### src/rtl/scr_pkg.sv
// Shared constants, controller states and command/status types for the stable counting rank block.
package scr_pkg;

    localparam int KEY_BITS    = 8;
    localparam int KEY_W       = 8;
    localparam int NUM_BUCKETS = 1 << KEY_BITS;
    localparam int CNT_W       = 17;
    localparam int RANK_W      = 16;
    localparam int MAX_KEYS    = 65536;
    localparam int TOTAL_W     = $clog2(MAX_KEYS + 1);

    localparam logic KIND_COUNT = 1'b0;
    localparam logic KIND_RANK  = 1'b1;

    typedef enum logic [2:0] {
        ST_IDLE,
        ST_LOOKUP,
        ST_APPLY,
        ST_SCAN_RD,
        ST_SCAN_WR
    } state_t;

    typedef struct packed {
        logic capture;   // latch incoming request
        logic item_rd;   // read bucket of latched key
        logic apply;     // count / rank update of latched key
        logic scan_rd;   // read bucket at scan index
        logic scan_wr;   // write prefix sum at scan index
    } scr_cmd_t;

    typedef struct packed {
        logic rank_item;  // latched request yields a result
        logic end_count;  // latched request closes the count pass
        logic out_free;   // output register can take a result
        logic scan_last;  // scan index at final bucket
    } scr_status_t;

endpackage

### src/rtl/scr_ctrl.sv
// Controller state machine for the stable counting rank block.
module scr_ctrl
    import scr_pkg::*;
(
    input  logic        clk,
    input  logic        rst_n,
    input  logic        in_valid,
    output logic        in_ready,
    input  scr_status_t status,
    output scr_cmd_t    cmd
);

    state_t state_reg;
    state_t state_next;

    always_ff @(posedge clk or negedge rst_n)
    begin
        if (!rst_n)
        begin
            state_reg <= ST_IDLE;
        end
        else
        begin
            state_reg <= state_next;
        end
    end

    always_comb
    begin
        state_next = state_reg;
        case (state_reg)
            ST_IDLE:
            begin
                if (in_valid)
                begin
                    state_next = ST_LOOKUP;
                end
            end
            ST_LOOKUP:
            begin
                state_next = ST_APPLY;
            end
            ST_APPLY:
            begin
                if (!status.rank_item || status.out_free)
                begin
                    state_next = status.end_count ? ST_SCAN_RD : ST_IDLE;
                end
            end
            ST_SCAN_RD:
            begin
                state_next = ST_SCAN_WR;
            end
            ST_SCAN_WR:
            begin
                state_next = status.scan_last ? ST_IDLE : ST_SCAN_RD;
            end
            default:
            begin
                state_next = ST_IDLE;
            end
        endcase
    end

    always_comb
    begin
        cmd      = '0;
        in_ready = 1'b0;
        case (state_reg)
            ST_IDLE:
            begin
                in_ready    = 1'b1;
                cmd.capture = in_valid;
            end
            ST_LOOKUP:
            begin
                cmd.item_rd = 1'b1;
            end
            ST_APPLY:
            begin
                // hold a result until the output register drains
                cmd.apply = !status.rank_item || status.out_free;
            end
            ST_SCAN_RD:
            begin
                cmd.scan_rd = 1'b1;
            end
            ST_SCAN_WR:
            begin
                cmd.scan_wr = 1'b1;
            end
            default:
            begin
                cmd = '0;
            end
        endcase
    end

endmodule

### config.mk
export PLATFORM = sky130hd
export DESIGN_NAME = scr_ctrl
export DESIGN_NICKNAME = d
export VERILOG_FILES = /design/src/rtl/scr_pkg.sv /design/src/rtl/scr_ctrl.sv
export SDC_FILE = /design/constraint.sdc
export NUM_CORES = 1
export LEC_CHECK = 0
export BUFFER_PORTS_ARGS = -buffer_cell sky130_fd_sc_hd__buf_2
export CAP_MARGIN = 25
export CORE_AREA = 2 2 39 41
export DETAILED_ROUTE_END_ITERATION = 10
export DIE_AREA = 0 0 41 43
export GPL_TIMING_DRIVEN = 0
export SLEW_MARGIN = 20
export SYNTH_ARGS = -nofsm -noshare
export SYNTH_HDL_FRONTEND = slang
export SYNTH_SLANG_ARGS = --single-unit
### constraint.sdc
create_clock -name clk -period 1.6 [get_ports clk]
set_clock_uncertainty 0.15 [all_clocks]
set_input_delay 0.08 -clock clk [delete_from_list [all_inputs] [get_ports clk]]
set_output_delay 0.08 -clock clk [all_outputs]
set_load 0.03 [all_outputs]
* Word-level counts from Yosys, hierarchy flattened
Index checks and enable logic that the tools add are counted.
** Storage, ports and cells
- Bits in registers :: 3
- Bits in latches :: 0
- RAM bits :: 0
- Bits in read-only memories :: 0
- Word-level logic and storage cells :: 22
- Memories kept :: 0
** Cells by class
- Add/subtract/negate cells :: 0
- Multipliers :: 0
- Div/mod/pow operators :: 0
- Order comparisons :: 0
- Eq/ne operators :: 6
- Shift operators :: 0
- Multiplexer cells :: 11
- Bitwise operators :: 0
- Reduce and logical (&&, ||, !) cells :: 4
** Operators with widths (count)
- $pmux W3 S5 :: 1
- $eq A3 B2 Y1 const B :: 2
- $mux W1 :: 6
- $mux W3 :: 2
- $mux W2 :: 2
- $ne A2 B2 Y1 const B :: 2
- $eq A3 B1 Y1 const B :: 1
- $eq A3 B3 Y1 const B :: 1
- $logic_not A3 Y1 :: 1
- $reduce_and A2 Y1 :: 1
- $logic_not A1 Y1 :: 1
- $logic_or A1 B1 Y1 :: 1

* Depth between registers and ports, before layout
Gate-level depths: netlist (run 1).
- Depth in word-level cells :: 4
- Mapped depth :: 4
- Gate-level depth less buffers :: 3

* Least setup slack after synthesis (run 1)
Ideal clock, no wire load.
- Path kind :: register -> output
- Start point :: register state_reg[1]
- End point :: output cmd[4] in the netlist's numbering
- Arrival time :: 1339 ps
- Data required time :: 1370 ps
- Setup slack :: 31 ps
- Cell stages (with the launch flop) :: 4
- Buffers on the path :: 1
- Cell sequence :: dfrtp_1 > buf_6 > nor3_2 > and2_1
** RTL lines
- start, declared :: RTL line scr_ctrl.sv:13 : state_t state_reg;
- start signal, assigned :: RTL line scr_ctrl.sv:24 : state_reg <= state_next;
- end, declared :: RTL line scr_ctrl.sv:10 : output scr_cmd_t cmd

==> run summary, run 1 <==
Result of the run: completed
Total inserted antenna cells: 0
Area used by multi-input combinational logic: 127.6 µm²
Post-CTS setup repair buffer count: 0
Detailed Route WL: 484 µm
Largest net degree at the start of global routing: 10
Area delta synth->final: 55.19%
Hold Fails Final Rpt: 0
Arrival @ worst endpoint: 1.23 ns
DRT Pass-1 Iters: 4
Via count of the first global-routing pass: 183
Post-synthesis area per instance: 9.955 µm²
Worst Hold Margin: 0.009641 ns
Fraction of layout instances using a drive strength above 1: 0.5366
Total number of vias: 224
Number of maximum-capacitance violations: 0
Main combinational cell family by area after synthesis: simple AND/OR/NAND/NOR gates
Crit path max fanout: 9
Post-CTS sizing: 0
Total congestion overflow after global routing: 0
IO buf count: 12
Largest vdd supply drop: 0.0005461 V
Inserted Clock Buffers: 3
Residual DRC count: 0
RSZ-0062 raised after global routing: false
Maximum frequency from static timing analysis: 0.6869 GHz
Power density relative to cell area: 1894 nW/µm²
Synth Register Bits: 3
Share of synthesized cell area in and, or, nand and nor gates: 0.4426
CP required: 1.37 ns
DRT antenna net count: 0
Sequential element share of the synthesized area: 0.3279
Clock tree from TritonCTS: built
Number of primary I/O pins: 13
Number of DRC markers in iteration 0: 4
Number of synthesis warnings: 0
Post-Synthesis Cells: 23
Adder and majority gate portion of the synthesized area: 0
Clock Tree Buf Depth: 2
Post-synthesis compound-gate area fraction: 0.07104
Total number of H-tree levels: 1
Register area: 75.07 µm²
XOR/XNOR Fraction of Synth Area: 0
Fillcell total: 151
Sinks on Clock Net: 3
Final worst-path cycle share: 0.9099
Post-synthesis cell area: 229.0 µm²
Effective utilization at floorplan: 0.1655
Startpoint type of the worst setup path: flop
Antenna violations before repair: 0
RePlAce Congestion: 0.6565
Total Die Area: 1763 µm²
Clk Tree Root Cell: sky130_fd_sc_hd__clkbuf_4
Summed negative setup slack over all endpoints: 0 ns
Largest register FFs: 3
Clk_lat worst skew: 0.23 ns
Slew at the pin closest to its max-slew limit: 0.2237 ns
Nature of the critical path endpoint: output pin
Die Width: 41 µm
Synth Net Count: 30
Core ar.: 1384 µm²
Distinct cells, synth: 17
Count of pins over their slew limit: 0
Type of the worst min-delay path: input pin to flop
Chip Height: 43 µm
First-pass GRT wire length: 683 µm
Leakage: 0.1786 nW
Average detailed-routed wire length per instance: 8.491 µm
Site Rows: 14
GRT Util Overall: 0.06747
Ratio of routed vias to standard cells: 3.930
Multiplexer share of the synthesized area: 0.04372
Max_slew headroom: 0.8504
Clock transition at path regs: 0.04 ns
Crit Path Class: flop to output pin
Setup Viol. Count Final: 0
Shortest clock period the worst path allows after layout: 1.456 ns
# nets final: 49
## layout make-up
cell class	instances	area share
Multi-Input combinational cell	17	0.3592
Timing Repair Buffer	14	0.2254
Sequential cell	3	0.2113
Clock buffer	4	0.07394
Buffer	2	0.06338
Tap cell	16	0.05634
Inverter	1	0.01056
## kinds of logic (layout without fill, tap and decap cells)
family	Yosys count	in the layout
multiplexers	1	1
AO/OA/AOI/OAI	2	2
AND/OR/NAND/NOR	14	14
flip-flops	3	3
buffers and inverters	3	21
## where the power goes
part	switching (W)	total, W	internal, W
Clock	0.0000401	0.000134	0.0000935
Combinational	0.000240	0.000405	0.000165
Sequential	0.0000284	0.000135	0.000106
Total	0.000308	0.000673	0.000364
## cell usage in the layout, fill, tap and decap left out, drive strengths merged
cell	Yosys	routed
and2	2	2
and3b	2	2
buf	2	14
clkbuf	0	4
dfrtp	3	3
dlygate4sd3	0	2
inv	1	1
mux2i	1	1
nand2	1	1
nand3	1	1
nand3b	1	1
nand4bb	1	1
nor2	3	3
nor2b	1	1
nor3	1	1
nor3b	1	1
o211ai	1	1
o32ai	1	1
## stage by stage
step	instance area (µm²)	total power [W]	setup slack [ns]	instances	utilization
3_3_place_gp	309.0	0.0005370	0.3844	51	0.2233
2_1_floorplan	229.0	0.0004478	0.03107	23	-
6_report	355.3	0.0006729	0.1441	57	0.2568
5_1_grt	355.3	0.0007117	0.04533	57	0.2568
3_5_place_dp	309.0	0.0005408	0.3705	51	0.2233
4_1_cts	355.3	0.0006831	0.1188	57	0.2568
## repair_timing
action	4_1_cts	5_1_grt
hold buffers	2	0
setup endpoints to repair	0	0
endpoints found under the hold margin	4	0
## final timing paths
kind / from / to / slack (ns) / cells after the start
max in group asynchronous: rst_n / state_reg[1] / 1.17 / 2
worst max-delay path: state_reg[1] / cmd[4] / 0.14 / 4
worst min-delay path: status[2] / state_reg[0] / 0.01 / 3
worst min register to register: state_reg[1] / state_reg[0] / 0.44 / 2
worst max register to register: state_reg[2] / state_reg[0] / 0.52 / 3
min in group asynchronous: rst_n / state_reg[2] / 0.02 / 2
## synth_stat cells (all sizes together)
| cell type | count | area [µm²] |
|---|---|---|
| nand2 | 1 | 3.750 |
| nor3 | 1 | 10.01 |
| mux2i | 1 | 10.01 |
| buf | 2 | 22.52 |
| nand4bb | 1 | 11.26 |
| and3b | 2 | 20.02 |
| nand3 | 1 | 5.000 |
| nor2 | 3 | 11.26 |
| and2 | 2 | 13.77 |
| nor3b | 1 | 12.51 |
| nand3b | 1 | 7.510 |
| inv | 1 | 3.750 |
| nor2b | 1 | 6.260 |
| dfrtp | 3 | 75.07 |
| o32ai | 1 | 8.760 |
| o211ai | 1 | 7.510 |
## worst max-delay path: stages (launching register included)
cell	delay (ns)
sky130_fd_sc_hd__dfrtp_1	0.36
sky130_fd_sc_hd__buf_6	0.13
sky130_fd_sc_hd__nor3_2	0.18
sky130_fd_sc_hd__and2_1	0.13
sky130_fd_sc_hd__buf_2	0.18
## layer usage
layer | global-route usage | vias up | share of wire
met2 | 0.07188 | 10 | 0.49
met1 | 0.07468 | 98 | 0.41
met5 | 0 | - | 0
li1 | - | 116 | -
met4 | 0.1000 | 0 | 0
met3 | 0.03141 | 0 | 0.095
No activity file was read; power rests on OpenSTA's default activity.
==> inputs of run 2 (changes only) <==
- ABC_AREA: default -> 1
- CAP_MARGIN: 25 -> 30
==> run 2 against run 1 <==
Compared with the run above: via count is 13% higher; wire length grew 9.1%; critical endpoint is now cmd[2]; clock power up 4%; cell count rose by 16%; flip-flop and latch count unchanged; die area is the same; utilization shrank 1.8 points.
==> run summary, run 2 <==
Result of the run: completed
Total inserted antenna cells: 0 (unchanged)
DRT antenna net count: 0 (unchanged)
Average detailed-routed wire length per instance: 8.000 µm (-5.8%)
Slew at the pin closest to its max-slew limit: 0.1700 ns (-0.05371 ns)
Fillcell total: 159 (+5.3%)
Shortest clock period the worst path allows after layout: 1.433 ns (-0.02294 ns)
# nets final: 58 (+18%)
Synth Net Count: 40 (+33%)
Detailed Route WL: 528 µm (+9.1%)
Clk_lat worst skew: 0.24 ns (about the same)
Most common cell after layout, fill and taps aside: sky130_fd_sc_hd__buf_2
Worst Hold Margin: 0.01049 ns (+0.0008528 ns)
Area delta synth->final: 54.39%
Net switching power: 0.0003607 W (+17%)
Power density relative to cell area: 2067 nW/µm² (+9.2%)
Ratio of routed vias to standard cells: 3.848 (-2.1%)
Main area contributors after synthesis: sky130_fd_sc_hd__dfrtp_1, sky130_fd_sc_hd__inv_1, sky130_fd_sc_hd__nand3_1
Largest register FFs: 3 (unchanged)
Hold Fails Final Rpt: 0 (unchanged)
Total Die Area: 1763 µm² (unchanged)
Part of the total power dissipated in sequential elements: 0.211 (+0.011)
Nature of the critical path endpoint: output pin
RSZ-0062 raised after global routing: false
Sinks on Clock Net: 3 (unchanged)
Total number of H-tree levels: 1 (unchanged)
Number of DRC markers in iteration 0: 2 (-2)
Clk Tree Root Cell: sky130_fd_sc_hd__clkbuf_4
Share of the synthesized area in the top cell type: 0.3509 (+0.02301)
Endpoint of the worst-slack reg-to-reg timing path: state_reg[1]
Post-CTS sizing: 0 (unchanged)
RePlAce Congestion: 0.6997 (+6.6%)
Chip Height: 43 µm (unchanged)
Power share of the clock group: 0.205 (+0.006)
Residual DRC count: 0 (unchanged)
Largest net degree at the start of global routing: 6 (-4)
HPWL after detailed placement: 430.6 µm
EDFF count, synth: 0 (unchanged)
Clock tree from TritonCTS: built
Power Internal: 0.0003221 W (-12%)
Inserted Clock Buffers: 3 (unchanged)
Top library cells by usage in the layout, fill and taps aside: sky130_fd_sc_hd__buf_2, sky130_fd_sc_hd__inv_1, sky130_fd_sc_hd__nand3_1
Top FF cell, synth: sky130_fd_sc_hd__dfrtp_1
Fraction of layout instances using a drive strength above 1: 0.4200 (-0.1166)
Effective utilization at floorplan: 0.1546 (-0.01085)
Via count of the first global-routing pass: 238 (+30%)
Switching Fraction: 0.5283 (+0.06981)
Clock transition at path regs: 0.04 ns (about the same)
GRT Util Overall: 0.08133 (+0.01385)
First-pass GRT wire length: 841 µm (+23%)
Count of pins over their slew limit: 0 (unchanged)
Leakage: 0.2007 nW (+12%)
IO buf count: 12 (unchanged)
Worst flop-to-flop path startpoint: state_reg[0]
CP required: 1.37 ns (about the same)
Number of maximum-capacitance violations: 0 (unchanged)
Core ar.: 1384 µm² (unchanged)
Post-synthesis cell area: 214.0 µm² (-6.6%)
Worst slack at placement: 0.4022 ns (+0.03168 ns)
Final worst-path cycle share: 0.8956 (-0.01434)
Post-Synthesis Cells: 33 (+43%)
Summed negative setup slack over all endpoints: 0 ns (unchanged)
Arrival @ worst endpoint: 1.20 ns (-0.03 ns)
Register-to-register setup slack: 0.40 ns (-0.12 ns)
Setup Viol. Count Final: 0 (unchanged)
Crit Path Class: flop to output pin
Placed cell areas: 294.0 µm² (-4.9%)
Depth of the worst register-to-register path: 6 (+3)
Antenna violations before repair: 0 (unchanged)
Number of synthesis warnings: 0 (unchanged)
Largest vdd supply drop: 0.0004950 V (-9.4%)
Distinct cells, synth: 11 (-6)
Maximum frequency from static timing analysis: 0.6979 GHz (+1.6%)
Startpoint type of the worst setup path: flop
Type of the worst min-delay path: input pin to async pin
Die Width: 41 µm (unchanged)
Number of primary I/O pins: 13 (unchanged)
Sequential element share of the synthesized area: 0.3509 (+0.02301)
Area leader, netlist: sky130_fd_sc_hd__dfrtp_1
Final worst setup slack: 0.1671 ns (+0.02294 ns)
Post-synthesis area per instance: 6.483 µm² (-35%)
Async SR Flop Fraction: 1.000 (unchanged)
Max_slew headroom: 0.8858 (+0.03539)
DRT Pass-1 Iters: 3 (-1)
Leading cell types by count after synthesis: sky130_fd_sc_hd__inv_1, sky130_fd_sc_hd__nand3_1, sky130_fd_sc_hd__nand2_1, sky130_fd_sc_hd__nor2_2
Most common cell in the synthesized netlist: sky130_fd_sc_hd__inv_1
Total number of vias: 254 (+13%)
Clock Tree Buf Depth: 2 (unchanged)
Total congestion overflow after global routing: 0 (unchanged)
Fraction of power consumed by combinational cells: 0.584 (-0.017)
Cell area after layout: 330.3 µm² (-7.0%)
Crit path max fanout: 4 (-5)
Site Rows: 14 (unchanged)
Synth Register Bits: 3 (unchanged)
-- run 2: layout make-up --
type	count	area, µm²	area share
Multi-Input combinational cell	20	101.3	0.3068
Sequential cell	3	75.07	0.2273
Timing Repair Buffer	13	70.07	0.2121
Inverter	10	37.54	0.1136
Clock buffer	4	26.28	0.07955
Tap cell	16	20.02	0.06061
-- run 2: metal layers --
| metal | share of wire | wire (µm) | up-vias | track usage |
|---|---|---|---|---|
| li1 | - | - | 135 | - |
| met1 | 0.37 | 195 | 106 | 0.05466 |
| met2 | 0.49 | 260 | 9 | 0.1250 |
| met3 | 0.089 | 47 | 4 | 0.04712 |
| met4 | 0.047 | 25 | 0 | 0.1000 |
| met5 | 0 | 0 | - | 0 |
-- run 2: power groups by stage --
stage	registers, W	clock network, W	logic [W]
floorplan	0.000138	0	0.000306
global placement	0.000143	0	0.000396
detailed placement	0.000145	0	0.000400
CTS	0.000144	0.000143	0.000405
global route	0.000147	0.000155	0.000443
finish	0.000144	0.000140	0.000399
-- run 2: kinds of logic (layout without fill, tap and decap cells) --
| group | Yosys count | in the layout | synth area share |
|---|---|---|---|
| buffers and inverters | 10 | 27 | 0.1754 |
| AO/OA/AOI/OAI | 1 | 1 | 0.02337 |
| AND/OR/NAND/NOR | 19 | 19 | 0.4502 |
| flip-flops | 3 | 3 | 0.3509 |
-- run 2: worst max-delay path by stage --
| stage | start | end | slack, ns | cells after the start |
|---|---|---|---|---|
| 6_report | state_reg[0] | cmd[2] | 0.17 | 4 |
| 5_1_grt | state_reg[1] | cmd[4] | 0.07 | 4 |
| 4_1_cts | state_reg[0] | cmd[2] | 0.16 | 4 |
| 3_5_place_dp | state_reg[0] | state_reg[1] | 0.40 | 6 |
| 3_3_place_gp | state_reg[0] | cmd[2] | 0.43 | 4 |
| 2_1_floorplan | state_reg[1] | cmd[1] | 0.22 | 2 |
-- run 2: through the flow --
stage / utilization / total power (W) / instances
CTS: 0.2387 / 0.0006919 / 66
floorplan: - / 0.0004440 / 33
global route: 0.2387 / 0.0007452 / 66
global placement: 0.2125 / 0.0005383 / 61
detailed placement: 0.2125 / 0.0005456 / 61
finish: 0.2387 / 0.0006828 / 66
-- run 2: worst max-delay path, stage by stage (launching register included) --
cell and delay, ns:
sky130_fd_sc_hd__dfrtp_1 0.40, sky130_fd_sc_hd__inv_1 0.12, sky130_fd_sc_hd__nand3_1 0.12, sky130_fd_sc_hd__a21oi_1 0.12
sky130_fd_sc_hd__buf_2 0.20
-- run 2: what timing repair did --
item                       CTS  global route
buffers inserted             0             0
setup endpoints to repair    0             0
hold endpoints to repair     3             0
hold buffers                 1             0
==> inputs of run 3 (changes only) <==
- CTS_BUF_LIST: default -> sky130_fd_sc_hd__clkbuf_2 sky130_fd_sc_hd__clkbuf_4 sky130_fd_sc_hd__clkbuf_8
- clock period: 1.6 -> 1.15 ns (I/O delays scaled with it)
==> run 3 against run 2 <==
Compared with the run above: the run now ends with setup timing left; total power increased by 78%; sequential share of layout area decreased by 4.5 points; critical path depth unchanged; combinational power increased by 93%; sequential power increased by 58%; via count increased by 7.9%; critical endpoint unchanged.
==> run summary, run 3 (synthesis results as in run 2) <==
Ratio of routed vias to standard cells: 3.914 (+1.7%)
Result of the run: finished with violations
Fraction of power consumed by combinational cells: 0.633 (+0.049)
Hold Fails Final Rpt: 0 (unchanged)
CP required: 0.94 ns (-0.43 ns)
Final worst setup slack: -0.1965 ns (-0.3636 ns)
Type of the worst min-delay path: input pin to flop
Inserted Clock Buffers: 3 (unchanged)
Count of pins over their slew limit: 0 (unchanged)
Nature of the critical path endpoint: output pin
Total inserted antenna cells: 0 (unchanged)
Average detailed-routed wire length per instance: 8.229 µm (+2.9%)
Total number of H-tree levels: 1 (unchanged)
Power share of the clock group: 0.180 (-0.025)
Final worst-path cycle share: 1.171
Clock transition at path regs: 0.04 ns (about the same)
Total number of vias: 274 (+7.9%)
RePlAce Congestion: 0.6552 (-6.4%)
Sinks on Clock Net: 3 (unchanged)
Largest register FFs: 3 (unchanged)
Fraction of layout instances using a drive strength above 1: 0.6111 (+0.1911)
DRT antenna net count: 0 (unchanged)
Site Rows: 14 (unchanged)
Most common cell after layout, fill and taps aside: sky130_fd_sc_hd__inv_1
First-pass GRT wire length: 945 µm (+12%)
Summed negative setup slack over all endpoints: -1.192 ns (-1.192 ns)
Number of primary I/O pins: 13 (unchanged)
Setup Viol. Count Final: 8 (+8)
Antenna violations before repair: 0 (unchanged)
HPWL after detailed placement: 426.3 µm (-1.0%)
Register-to-register setup slack: -0.12 ns (-0.52 ns)
Net switching power: 0.0005753 W (+60%)
Max_slew headroom: 0.8970 (+0.01123)
Total Die Area: 1763 µm² (unchanged)
Startpoint type of the worst setup path: flop
Part of the total power dissipated in sequential elements: 0.187 (-0.024)
Arrival @ worst endpoint: 1.14 ns (-0.06 ns)
IO buf count: 12 (unchanged)
Die Width: 41 µm (unchanged)
Leakage: 0.2273 nW (+13%)
Clk_lat worst skew: 0.24 ns (about the same)
Via count of the first global-routing pass: 280 (+18%)
Worst Hold Margin: 0.04664 ns (+0.03615 ns)
Shortest clock period the worst path allows after layout: 1.347 ns
# nets final: 62 (+6.9%)
Clock Tree Buf Depth: 2 (unchanged)
Number of maximum-capacitance violations: 0 (unchanged)
Crit path max fanout: 5 (+1)
Chip Height: 43 µm (unchanged)
Residual DRC count: 0 (unchanged)
GRT Util Overall: 0.08744 (+0.006112)
Slew at the pin closest to its max-slew limit: 0.1533 ns (-0.01672 ns)
RSZ-0062 raised after global routing: true
Maximum frequency from static timing analysis: 0.7426 GHz
Top library cells by usage in the layout, fill and taps aside: sky130_fd_sc_hd__inv_1, sky130_fd_sc_hd__buf_2, sky130_fd_sc_hd__buf_4
Crit Path Class: flop to output pin
Area delta synth->final: 98.83%
Detailed Route WL: 576 µm (+9.1%)
DRT Pass-1 Iters: 1 (-2)
Core ar.: 1384 µm² (unchanged)
Number of DRC markers in iteration 0: 0 (-2)
Total congestion overflow after global routing: 0 (unchanged)
Clk Tree Root Cell: sky130_fd_sc_hd__clkbuf_4
Largest net degree at the start of global routing: 6 (unchanged)
Power density relative to cell area: 2864 nW/µm² (+39%)
Largest vdd supply drop: 0.0007692 V (+55%)
Power Internal: 0.0006432 W (+100%)
Placed cell areas: 305.3 µm² (+3.8%)
Switching Fraction: 0.4722 (-0.05613)
Clock tree from TritonCTS: built
Violated checks: setup timing
Cell area after layout: 425.4 µm² (+29%)
Fillcell total: 161 (+1.3%)
Effective utilization at floorplan: 0.1546 (unchanged)
run 3: cell types whose count changed in the layout (fill, tap and decap cells not counted), sizes merged:
cell | previous run | this run
dlygate4sd3 | 1 | 2
buf | 12 | 15
run 3: worst paths after layout:
path                               from  cells past startpoint            to
setup reg to reg           state_reg[2]                      7  state_reg[1]
max in group asynchronous         rst_n                      3  state_reg[0]
min in group asynchronous         rst_n                      3  state_reg[2]
setup / recovery           state_reg[2]                      4        cmd[2]
hold reg to reg            state_reg[2]                      1  state_reg[2]
hold / removal                 in_valid                      5  state_reg[0]
run 3: critical path: stages (launching register included):
cell	delay, ns
sky130_fd_sc_hd__dfrtp_1	0.41
sky130_fd_sc_hd__inv_2	0.12
sky130_fd_sc_hd__nand3_2	0.09
sky130_fd_sc_hd__a21oi_2	0.13
sky130_fd_sc_hd__buf_6	0.14
run 3: final cells by class:
class	instances	area (µm²)	share of cell area
Tap cell	16	20.02	0.04706
Timing Repair Buffer	17	132.6	0.3118
Multi-Input combinational cell	20	127.6	0.3000
Sequential cell	3	77.57	0.1824
Clock buffer	4	30.03	0.07059
Inverter	10	37.54	0.08824
run 3: timing repair:
action / 4_1_cts / 5_1_grt
setup endpoints to repair: 8 / 8
hold endpoints to repair: 3 / 0
resized for setup: 14 / 3
setup buffers: 2 / 1
pin swaps: 1 / 0
hold buffers: 2 / 0
run 3: layer usage:
layer / routed length (µm) / global-route usage
met5: 0 / 0
met4: 21 / 0.1000
met3: 53 / 0.03141
met2: 318 / 0.1375
met1: 181 / 0.07097
run 3: power groups by stage:
stage / combinational (W) / sequential [W] / clock (W)
3_3_place_gp: 0.000566 / 0.000200 / 0
4_1_cts: 0.000742 / 0.000223 / 0.000224
5_1_grt: 0.000839 / 0.000236 / 0.000234
6_report: 0.000771 / 0.000228 / 0.000219
3_5_place_dp: 0.000579 / 0.000205 / 0
2_1_floorplan: 0.000444 / 0.000194 / 0
run 3: stage by stage:
step,setup WS (ns),total power [W],std cells,util
global route,-0.2545,0.001309,70,0.3074
CTS,-0.2093,0.001189,69,0.2984
global placement,-0.06044,0.0007664,61,0.2206
floorplan,-0.1748,0.0006380,33,-
finish,-0.1965,0.001219,70,0.3074
detailed placement,-0.09263,0.0007837,61,0.2206
